<file path="config.mk">
export PLATFORM = sky130hd
export DESIGN_NAME = pci_interrupt_map_lookup_top
export DESIGN_NICKNAME = d
export VERILOG_FILES = /design/src/rtl/pimap_pkg.sv /design/src/rtl/pimap_cell.sv /design/src/rtl/pci_interrupt_map_lookup_top.sv
export SDC_FILE = /design/constraint.sdc
export NUM_CORES = 2
export LEC_CHECK = 0
export BUFFER_PORTS_ARGS = -buffer_cell sky130_fd_sc_hd__buf_2
export CORE_ASPECT_RATIO = 2
export CORE_MARGIN = 5
export CORE_UTILIZATION = 30
export DETAILED_ROUTE_END_ITERATION = 12
export GPL_ROUTABILITY_DRIVEN = 0
export PLACE_DENSITY = 0.51
export SYNTH_ARGS = -nofsm -noshare
export SYNTH_HDL_FRONTEND = slang
export SYNTH_HIERARCHICAL = 1
export SYNTH_SLANG_ARGS = --single-unit
</file>
<file path="constraint.sdc">
create_clock -name clk_i -period 25.8 [get_ports clk_i]
set_input_delay 6.45 -clock clk_i [delete_from_list [all_inputs] [get_ports clk_i]]
set_output_delay 6.45 -clock clk_i [all_outputs]
set_load 0.01 [all_outputs]
</file>
<file path="src/rtl/pimap_pkg.sv">
`timescale 1ns / 1ps
// ----------------------------------------------------------------------------
// pimap_pkg: shared constants and types of the interrupt-map lookup
// Table geometry, command and status codes, register indexes and the records
// that pass between the control logic and the row of table cells.
// ----------------------------------------------------------------------------
package pimap_pkg;

  localparam int ENTRIES  = 32;
  localparam int INO_BITS = 6;

  localparam int CMD_W    = 2;
  localparam int IDX_W    = 5;
  localparam int WORD_W   = 32;
  localparam int BUS_W    = 8;
  localparam int DEV_W    = 5;
  localparam int FN_W     = 3;
  localparam int RPIN_W   = 8;
  localparam int STATUS_W = 2;
  localparam int IRQ_W    = 6;
  localparam int CFG_IDX_W = 2;

  // Command codes
  localparam logic [CMD_W-1:0] CMD_WRITE  = 2'd0;
  localparam logic [CMD_W-1:0] CMD_LOOKUP = 2'd1;
  localparam logic [CMD_W-1:0] CMD_CLEAR  = 2'd2;

  // Status codes
  localparam logic [STATUS_W-1:0] ST_OK        = 2'd0;
  localparam logic [STATUS_W-1:0] ST_BAD_PIN   = 2'd1;
  localparam logic [STATUS_W-1:0] ST_NOT_FOUND = 2'd2;

  // Configuration register indexes
  localparam logic [CFG_IDX_W-1:0] REG_MASK_HIGH   = 2'd0;
  localparam logic [CFG_IDX_W-1:0] REG_MASK_MIDDLE = 2'd1;
  localparam logic [CFG_IDX_W-1:0] REG_MASK_LOW    = 2'd2;
  localparam logic [CFG_IDX_W-1:0] REG_MASK_PIN    = 2'd3;

  // Input tdata layout, lowest bit first
  localparam int IN_IDX_LSB  = 0;
  localparam int IN_HIGH_LSB = IN_IDX_LSB + IDX_W;
  localparam int IN_MID_LSB  = IN_HIGH_LSB + WORD_W;
  localparam int IN_LOW_LSB  = IN_MID_LSB + WORD_W;
  localparam int IN_PIN_LSB  = IN_LOW_LSB + WORD_W;
  localparam int IN_PAR_LSB  = IN_PIN_LSB + WORD_W;
  localparam int IN_BUS_LSB  = IN_PAR_LSB + WORD_W;
  localparam int IN_DEV_LSB  = IN_BUS_LSB + BUS_W;
  localparam int IN_FN_LSB   = IN_DEV_LSB + DEV_W;
  localparam int IN_RPIN_LSB = IN_FN_LSB + FN_W;
  localparam int IN_USED_W   = IN_RPIN_LSB + RPIN_W;
  localparam int IN_DATA_W   = ((IN_USED_W + 7) / 8) * 8;
  localparam int OUT_DATA_W  = ((IRQ_W + 7) / 8) * 8;

  typedef struct packed {
    logic [WORD_W-1:0]   addr_high;
    logic [WORD_W-1:0]   addr_middle;
    logic [WORD_W-1:0]   addr_low;
    logic [WORD_W-1:0]   pin;
    logic [INO_BITS-1:0] ino;
  } entry_t;

  typedef struct packed {
    logic [WORD_W-1:0] high;
    logic [WORD_W-1:0] middle;
    logic [WORD_W-1:0] low;
    logic [WORD_W-1:0] pin;
  } mask_t;

  typedef struct packed {
    logic [WORD_W-1:0] addr;
    logic [WORD_W-1:0] pin;
  } request_t;

  // Search token handed from cell to cell
  typedef struct packed {
    logic                valid;
    logic                found;
    logic [INO_BITS-1:0] ino;
  } token_t;

  function automatic logic [IRQ_W-1:0] ino_to_irq(input logic [INO_BITS-1:0] ino);
    return IRQ_W'(ino);
  endfunction

endpackage

</file>
<file path="src/rtl/pimap_cell.sv">
`timescale 1ns / 1ps
// ----------------------------------------------------------------------------
// pimap_cell: one slot of the interrupt-map table
// Holds one entry and its valid bit, tests it against the broadcast request
// and forwards the search token to the next cell in the following cycle.
// ----------------------------------------------------------------------------
module pimap_cell (
  input  logic               clk_i,
  input  logic               rst_ni,
  input  logic               wr_en_i,
  input  logic               clear_i,
  input  pimap_pkg::entry_t   entry_i,
  input  pimap_pkg::mask_t    mask_i,
  input  pimap_pkg::request_t req_i,
  input  pimap_pkg::token_t   tok_i,
  output pimap_pkg::token_t   tok_o,
  output logic               valid_o
);
  import pimap_pkg::*;

  entry_t entry_q;
  logic   valid_q;
  token_t tok_q, tok_d;
  logic   hit;

  always_ff @(posedge clk_i) begin
    if (wr_en_i) begin
      entry_q <= entry_i;
    end
  end

  always_ff @(posedge clk_i or negedge rst_ni) begin
    if (!rst_ni) begin
      valid_q <= 1'b0;
    end else if (clear_i) begin
      valid_q <= 1'b0;
    end else if (wr_en_i) begin
      valid_q <= 1'b1;
    end
  end

  assign hit = valid_q
             && ((entry_q.addr_high & mask_i.high) == (req_i.addr & mask_i.high))
             && ((entry_q.addr_middle & mask_i.middle) == '0)
             && ((entry_q.addr_low & mask_i.low) == '0)
             && ((entry_q.pin & mask_i.pin) == (req_i.pin & mask_i.pin));

  // Take the token on the first hit; pass it on unchanged otherwise
  always_comb begin
    tok_d = tok_i;
    if (tok_i.valid && !tok_i.found && hit) begin
      tok_d.found = 1'b1;
      tok_d.ino   = entry_q.ino;
    end
  end

  always_ff @(posedge clk_i or negedge rst_ni) begin
    if (!rst_ni) begin
      tok_q <= '0;
    end else begin
      tok_q <= tok_d;
    end
  end

  assign tok_o   = tok_q;
  assign valid_o = valid_q;

endmodule

</file>
<file path="src/rtl/pci_interrupt_map_lookup_top.sv">
`timescale 1ns / 1ps
// ----------------------------------------------------------------------------
// pci_interrupt_map_lookup_top: interrupt-map routing table with masked lookup
// Stores routing entries in a row of cells and resolves a PCI function and
// pin to a parent interrupt number by passing a search token down the row.
// ----------------------------------------------------------------------------
//
// Channel   Dir  Handshake            Contents
// s_axis    in   tvalid/tready        tuser: command; tdata: entry and lookup
// m_axis    out  tvalid/tready        tuser: status; tdata: interrupt number
// cfg       in   cfg_wr_en_i          register index and write data, no wait
//
// Write, clear, unused commands and lookups with pin zero answer straight from the accept, without a scan.
// A lookup result passes, after its accept, through the launch register, one
// register per cell as the token walks the row, the register that parks the
// result and the output register; the row length sets its delay.
// Reset clears all valid bits and the masks to their defaults at once; no
// sweep is needed. A stalled output holds its result and blocks new input
// until it is taken, but an input is taken in the cycle the output drains.
//
module pci_interrupt_map_lookup_top (
  input  logic                                 clk_i,
  input  logic                                 rst_ni,
  // tuser: [1:0] command
  // tdata: [4:0] entry_index, [36:5] entry_address_high,
  //        [68:37] entry_address_middle, [100:69] entry_address_low,
  //        [132:101] entry_pin, [164:133] entry_parent_interrupt,
  //        [172:165] bus_number, [177:173] device_number,
  //        [180:178] function_number, [188:181] request_pin, [191:189] zero
  input  logic                                 s_axis_tvalid,
  output logic                                 s_axis_tready,
  input  logic [pimap_pkg::CMD_W-1:0]          s_axis_tuser,
  input  logic [pimap_pkg::IN_DATA_W-1:0]      s_axis_tdata,
  // tuser: [1:0] status
  // tdata: [5:0] interrupt_number, [7:6] zero
  output logic                                 m_axis_tvalid,
  input  logic                                 m_axis_tready,
  output logic [pimap_pkg::STATUS_W-1:0]       m_axis_tuser,
  output logic [pimap_pkg::OUT_DATA_W-1:0]     m_axis_tdata,
  input  logic                                 cfg_wr_en_i,
  input  logic [pimap_pkg::CFG_IDX_W-1:0]      cfg_index_i,
  input  logic [pimap_pkg::WORD_W-1:0]         cfg_wdata_i
);
  import pimap_pkg::*;

  localparam logic [1:0] S_IDLE  = 2'd0;
  localparam logic [1:0] S_SCAN  = 2'd1;
  localparam logic [1:0] S_DRAIN = 2'd2;

  logic [1:0] state_q, state_d;

  mask_t    mask_q;
  request_t req_q;
  logic     launch_q;

  logic                out_valid_q;
  logic [STATUS_W-1:0] out_status_q;
  logic [IRQ_W-1:0]    out_irq_q;
  logic [STATUS_W-1:0] hold_status_q;
  logic [IRQ_W-1:0]    hold_irq_q;

  logic                out_free;
  logic                in_fire;
  logic [CMD_W-1:0]    cmd;
  logic [IDX_W-1:0]    in_idx;
  logic [RPIN_W-1:0]   in_rpin;
  logic                start_scan;
  logic                imm_load;
  logic [STATUS_W-1:0] imm_status;
  entry_t              wr_entry;
  logic                tbl_wr;
  logic                tbl_clr;

  token_t              tok_chain [ENTRIES+1];
  logic [ENTRIES-1:0]  tok_valid_vec;
  logic [ENTRIES-1:0]  cell_valid;
  token_t              tail;

  // --------------------------------------------------------------------------
  // Configuration registers
  // --------------------------------------------------------------------------
  always_ff @(posedge clk_i or negedge rst_ni) begin
    if (!rst_ni) begin
      mask_q.high   <= 32'h00ff_f800;
      mask_q.middle <= '0;
      mask_q.low    <= '0;
      mask_q.pin    <= 32'h0000_0007;
    end else if (cfg_wr_en_i) begin
      unique case (cfg_index_i)
        REG_MASK_HIGH:   mask_q.high   <= cfg_wdata_i;
        REG_MASK_MIDDLE: mask_q.middle <= cfg_wdata_i;
        REG_MASK_LOW:    mask_q.low    <= cfg_wdata_i;
        REG_MASK_PIN:    mask_q.pin    <= cfg_wdata_i;
        default: ;
      endcase
    end
  end

  // --------------------------------------------------------------------------
  // Input decode
  // --------------------------------------------------------------------------
  assign out_free      = !out_valid_q || m_axis_tready;
  assign s_axis_tready = (state_q == S_IDLE) && out_free;
  assign in_fire       = s_axis_tvalid && s_axis_tready;
  assign cmd           = s_axis_tuser;
  assign in_idx        = s_axis_tdata[IN_IDX_LSB +: IDX_W];
  assign in_rpin       = s_axis_tdata[IN_RPIN_LSB +: RPIN_W];

  assign wr_entry.addr_high   = s_axis_tdata[IN_HIGH_LSB +: WORD_W];
  assign wr_entry.addr_middle = s_axis_tdata[IN_MID_LSB +: WORD_W];
  assign wr_entry.addr_low    = s_axis_tdata[IN_LOW_LSB +: WORD_W];
  assign wr_entry.pin         = s_axis_tdata[IN_PIN_LSB +: WORD_W];
  assign wr_entry.ino         = s_axis_tdata[IN_PAR_LSB +: INO_BITS];

  assign tbl_wr  = in_fire && (cmd == CMD_WRITE);
  assign tbl_clr = in_fire && (cmd == CMD_CLEAR);

  // Everything except a real lookup loads its answer into the output register on accept
  assign start_scan = in_fire && (cmd == CMD_LOOKUP) && (in_rpin != '0);
  assign imm_load   = in_fire && !start_scan;
  assign imm_status = ((cmd == CMD_LOOKUP) && (in_rpin == '0)) ? ST_BAD_PIN : ST_OK;

  // Capture the request; the token enters cell 0 in the following cycle
  always_ff @(posedge clk_i) begin
    if (start_scan) begin
      req_q.addr <= {8'h00,
                     s_axis_tdata[IN_BUS_LSB +: BUS_W],
                     s_axis_tdata[IN_DEV_LSB +: DEV_W],
                     s_axis_tdata[IN_FN_LSB +: FN_W],
                     8'h00};
      req_q.pin  <= WORD_W'(in_rpin);
    end
  end

  always_ff @(posedge clk_i or negedge rst_ni) begin
    if (!rst_ni) begin
      launch_q <= 1'b0;
    end else begin
      launch_q <= start_scan;
    end
  end

  // --------------------------------------------------------------------------
  // Row of table cells
  // --------------------------------------------------------------------------
  assign tok_chain[0].valid = launch_q;
  assign tok_chain[0].found = 1'b0;
  assign tok_chain[0].ino   = '0;

  for (genvar i = 0; i < ENTRIES; i++) begin : g_cell
    logic sel;
    assign sel = tbl_wr && (int'(in_idx) == i);

    pimap_cell u_cell (
      .clk_i   (clk_i),
      .rst_ni  (rst_ni),
      .wr_en_i (sel),
      .clear_i (tbl_clr),
      .entry_i (wr_entry),
      .mask_i  (mask_q),
      .req_i   (req_q),
      .tok_i   (tok_chain[i]),
      .tok_o   (tok_chain[i+1]),
      .valid_o (cell_valid[i])
    );

    assign tok_valid_vec[i] = tok_chain[i+1].valid;
  end

  assign tail = tok_chain[ENTRIES];

  // --------------------------------------------------------------------------
  // Sequencer
  // --------------------------------------------------------------------------
  always_comb begin
    state_d = state_q;
    unique case (state_q)
      S_IDLE:  if (start_scan) state_d = S_SCAN;
      S_SCAN:  if (tail.valid) state_d = S_DRAIN;
      S_DRAIN: if (out_free)   state_d = S_IDLE;
      default: state_d = S_IDLE;
    endcase
  end

  always_ff @(posedge clk_i or negedge rst_ni) begin
    if (!rst_ni) begin
      state_q <= S_IDLE;
    end else begin
      state_q <= state_d;
    end
  end

  // Park the token result until the output register frees up
  always_ff @(posedge clk_i) begin
    if ((state_q == S_SCAN) && tail.valid) begin
      hold_status_q <= tail.found ? ST_OK : ST_NOT_FOUND;
      hold_irq_q    <= tail.found ? ino_to_irq(tail.ino) : '0;
    end
  end

  // --------------------------------------------------------------------------
  // Output register
  // --------------------------------------------------------------------------
  always_ff @(posedge clk_i or negedge rst_ni) begin
    if (!rst_ni) begin
      out_valid_q <= 1'b0;
    end else if (imm_load || ((state_q == S_DRAIN) && out_free)) begin
      out_valid_q <= 1'b1;
    end else if (m_axis_tready) begin
      out_valid_q <= 1'b0;
    end
  end

  always_ff @(posedge clk_i) begin
    if (imm_load) begin
      out_status_q <= imm_status;
      out_irq_q    <= '0;
    end else if ((state_q == S_DRAIN) && out_free) begin
      out_status_q <= hold_status_q;
      out_irq_q    <= hold_irq_q;
    end
  end

  assign m_axis_tvalid = out_valid_q;
  assign m_axis_tuser  = out_status_q;
  assign m_axis_tdata  = OUT_DATA_W'(out_irq_q);

  // --------------------------------------------------------------------------
  // Assertions
  // --------------------------------------------------------------------------
  // Only one search token may be in the row at a time
  a_one_token : assert property (@(posedge clk_i) disable iff (!rst_ni)
    $onehot0({launch_q, tok_valid_vec}))
    else $error("more than one search token in the cell row");

  // The token leaves the row only while the sequencer waits for it
  a_tail_in_scan : assert property (@(posedge clk_i) disable iff (!rst_ni)
    tail.valid |-> (state_q == S_SCAN))
    else $error("search token left the row outside a scan");

  // A clear leaves no valid entry behind
  a_clear_empties : assert property (@(posedge clk_i) disable iff (!rst_ni)
    tbl_clr |=> (cell_valid == '0))
    else $error("valid entries remain after a clear");

  // A failed result carries a zero interrupt number
  a_fail_zero : assert property (@(posedge clk_i) disable iff (!rst_ni)
    (m_axis_tvalid && (m_axis_tuser != ST_OK)) |-> (m_axis_tdata == '0))
    else $error("nonzero interrupt number on a failed lookup");

endmodule
</file>
==> key figures <==
Clock network
  • Root buf cell: sky130_fd_sc_hd__clkbuf_16
  • Number of clock sinks: 4747
  • Post-CTS resize count: 0
  • TritonCTS clock tree: done
  • Clock latency at the later pin of the worst-skew pair: 1060 ps
  • Reg clk slew, reported paths: 60 ps
  • Post-cts hold buffer count: 0
  • Total CTS buffers: 452
  • # Post-CTS Setup Buffers: 0
  • Clock buffer depth: 4
  • CTS HTree Levels: 5

Critical path
  • Required arrival time at the worst endpoint: 19350 ps
  • Worst r2r dst: g_cell[21].u_cell/tok_o[0]$_DFF_PN0_
  • Most used cell, CP: sky130_fd_sc_hd__buf_2
  • Sort of element at the start of the critical path: input pin
  • Arrival time at the worst endpoint: 7220 ps
  • Register-to-register setup slack: 21390 ps
  • WP buf/inv: 2
  • Kind of end point of the critical path: output pin
  • Launching point of the worst reg2reg path: mask_q[51]$_DFFE_PN0P_
  • Worst path slowest cell: sky130_fd_sc_hd__nor2b_1
  • CP Max Fanout: 9
  • Slowest Stage Delay on Critical Path: 420 ps
  • Setup Crit Path Kind: input pin to output pin
  • Reg2Reg Depth: 7
  • Cell class contributing the biggest share of worst-path delay: simple AND/OR/NAND/NOR gates
  • Critical Path, Cell by Cell: buf_2 -> nor2b_1 -> nor3_1 -> buf_2

Yosys
  • Fraction of synthesized area in multiplexers: 1.95%
  • Prevailing post-synth register cell: sky130_fd_sc_hd__edfxtp_1
  • Main combinational cell family by area after synthesis: XOR/XNOR gates
  • Yosys Warn Count: 6
  • Simple-gate portion of the synthesized area: 3.16%
  • Sequential area share after synthesis: 75.9%
  • Gate Count Post-Synth: 10028
  • Post-Synth Adder-Cell Area: 0%
  • Area fraction in compound gates after synthesis: 9.20%
  • Most common library cells after synthesis: 4321 x sky130_fd_sc_hd__edfxtp_1, 2048 x sky130_fd_sc_hd__xor2_1, 1286 x sky130_fd_sc_hd__a22oi_1
  • Post-synthesis share of cell area spent on xor and xnor gates: 9.70%
  • Area leader, netlist: sky130_fd_sc_hd__edfxtp_1
  • Average size of a mapped cell: 18.4 um2
  • Area share of the largest cell type after synthesis: 70.2%
  • Async SR Flop Fraction: 8.85%
  • Synthesized flop and latch total: 4747
  • Largest cells by area after synthesis: sky130_fd_sc_hd__edfxtp_1 70%, sky130_fd_sc_hd__xor2_1 9.7%, sky130_fd_sc_hd__dfrtp_1 5.5%
  • Netlist cell types: 42
  • Cell with the most instances after synthesis: sky130_fd_sc_hd__edfxtp_1
  • Number of enable flip-flop cells after synthesis: 4321
  • Synth Cell Area: 185000 um2

Timing
  • Hold slack final: 348 ps
  • Final Hold Violating Endpoints: 0
  • Endpoints failing setup: 0
  • Fmax: 73.2 MHz
  • Setup slack of the critical path after layout: 12130 ps
  • Post-route clock skew: 120 ps
  • Total negative setup slack: 0 ps
  • Actual transition at the worst max-transition pin: 1530 ps
  • Worst slew margin: -2.85%
  • Count of final max-slew check failures: 2
  • Post-layout minimum cycle time: 13670 ps
  • Unrepaired setup endpoints after global routing: no
  • Crit share post-route: 53.0%

Layout
  • Fin nets: 12497
  • Area growth, synth to finish: 18.1%
  • Proportion of layout cells with a drive suffix above 1: 14.6%
  • Summed area of non-filler cells in the final layout: 218000 um2
  • Final core occ: 35.5%
  • Number of filler cells placed in the layout: 58422

Place
  • Number of buffers inserted by port buffering: 213
  • Area of placed instances: 204000 um2
  • Hpwl dp: 345000 um
  • Post-Place Setup Slack: 12140 ps

Floorplanning
  • Overall die width: 565 um
  • Starting density of the core: 30.0%
  • Core ar.: 616000 um2
  • Die footprint: 633000 um2
  • I/O Pins: 245
  • Die boundary height: 1120 um
  • Placement Rows: 408

Global routing
  • Largest net degree at the start of global routing: 136
  • Vias in the first global route: 101495
  • Wire length of the first global-routing pass: 812000 um
  • All-layer global routing usage: 18.1%
  • Global-route congestion overflow total: 0
  • Initial antenna violation count: 87

Min path
  • Worst hold start: g_cell[11].u_cell/tok_o[7]$_DFF_PN0_
  • Hold Path Depth: 0
  • Hold Crit Class: flop to flop
  • Worst Hold End: g_cell[12].u_cell/tok_o[7]$_DFF_PN0_

Route
  • Number of detailed-routing iterations run before antenna repair: 6
  • Vias after detailed routing: 103062
  • Vias per cell: 4.94
  • Remaining antenna violation count: 0
  • DRC violations left: 0
  • Post-detailed-routing wire length: 593000 um
  • Iteration-0 DRC count of the detailed router: 10073
  • Average wire length per cell after detail routing: 28.4 um

Outcome
  • Violated checks: max-capacitance violations, max-slew violations
  • Run status: finished with violations

Run
  • Count of max-cap constraint violations: 1

Pwr
  • Static Leakage: 75.0 nW
  • IR Drop Worst-Case VDD: 0.0760 mV
  • Pwr Density: 76.8 nW/um2
## layout by cell type, fill, tap and decap left out, types with 128 or more instances in the layout
| cell | n |
|---|---|
| sky130_fd_sc_hd__clkbuf_16 | 460 |
| sky130_fd_sc_hd__buf_4 | 300 |
| sky130_fd_sc_hd__xor2_1 | 2048 |
| sky130_fd_sc_hd__dfrtp_1 | 359 |
| sky130_fd_sc_hd__a221oi_1 | 224 |
| sky130_fd_sc_hd__conb_1 | 1290 |
| sky130_fd_sc_hd__mux2_2 | 318 |
| sky130_fd_sc_hd__edfxtp_1 | 4321 |
| sky130_fd_sc_hd__nand4_1 | 352 |
| sky130_fd_sc_hd__a22oi_1 | 1286 |
| sky130_fd_sc_hd__buf_2 | 212 |
| sky130_fd_sc_hd__a22o_1 | 353 |
| sky130_fd_sc_hd__a221oi_2 | 128 |
## power by group
part	switching [mW]	total [mW]	leakage [nW]	internal [mW]
Clock	2.93	6.56	7.08	3.63
Sequential	0.106	8.56	43.9	8.45
Combinational	1.20	1.66	24.1	0.457
Total	4.24	16.8	75.0	12.5
## layer usage
layer  share of wire (%)  vias to the layer above  wire, um  track usage [%]
met2                  47                     3233    277000             29.0
li1                    -                    44209         -                -
met3                 6.5                      757     38600             2.98
met1                  44                    54821    260000             25.4
met5               0.044                        -       259                0
met4                 2.9                       42     17300             4.69
## state kept, by name (all words and copies together), names as in the netlist
| signal | cells |
|---|---|
| launch_q | 1 |
| mask_q | 128 |
| state_q | 2 |
| g_cell.u_cell/entry_q | 4288 |
| m_axis_tvalid | 1 |
| hold_irq_q | 6 |
| g_cell.u_cell/valid_o | 32 |
| g_cell.u_cell/tok_o | 256 |
| req_q | 24 |
| m_axis_tuser | 2 |
| hold_status_q | 1 |
| out_irq_q | 6 |
## layout make-up
class                      count  area (um2)  share of cell area [%]
multi-input combinational   6542       49700                    22.8
timing repair buffer         518        3430                    1.57
inverter                       3        11.3                 0.00516
sequential                  4747      140000                    64.3
clock buffer                 606       12400                    5.67
tap                         8200       10300                    4.70
clock inverter               238        2060                   0.944
antenna                       28        70.1                  0.0321
## kinds of logic after synthesis
| family | after synthesis |
|---|---|
| XOR/XNOR | 2048 |
| multiplexers | 320 |
| flip-flops | 4747 |
| AND/OR/NAND/NOR | 850 |
| buffers and inverters | 28 |
| AO/OA/AOI/OAI | 2034 |
| other | 1 |
## per-stage QoR
stage | std cells | power, mW
4_1_cts | 20854 | 16.9
5_1_grt | 20859 | 17.3
3_5_place_dp | 20010 | 10.4
3_3_place_gp | 20010 | 10.4
2_1_floorplan | 11317 | 9.46
6_report | 20882 | 16.8
## worst max-delay path by stage
| stage | slack, ps | endpoint | from | cells after the start |
|---|---|---|---|---|
| floorplan | 8810 | g_cell[0].u_cell/entry_q[0]$_DFFE_PP_ | m_axis_tready | 5 |
| global placement | 12140 | s_axis_tready | m_axis_tready | 4 |
| detailed placement | 12140 | s_axis_tready | m_axis_tready | 4 |
| CTS | 12140 | s_axis_tready | m_axis_tready | 4 |
| global route | 12060 | s_axis_tready | m_axis_tready | 4 |
| finish | 12130 | s_axis_tready | m_axis_tready | 4 |
Power figures use the tool's default switching activity.
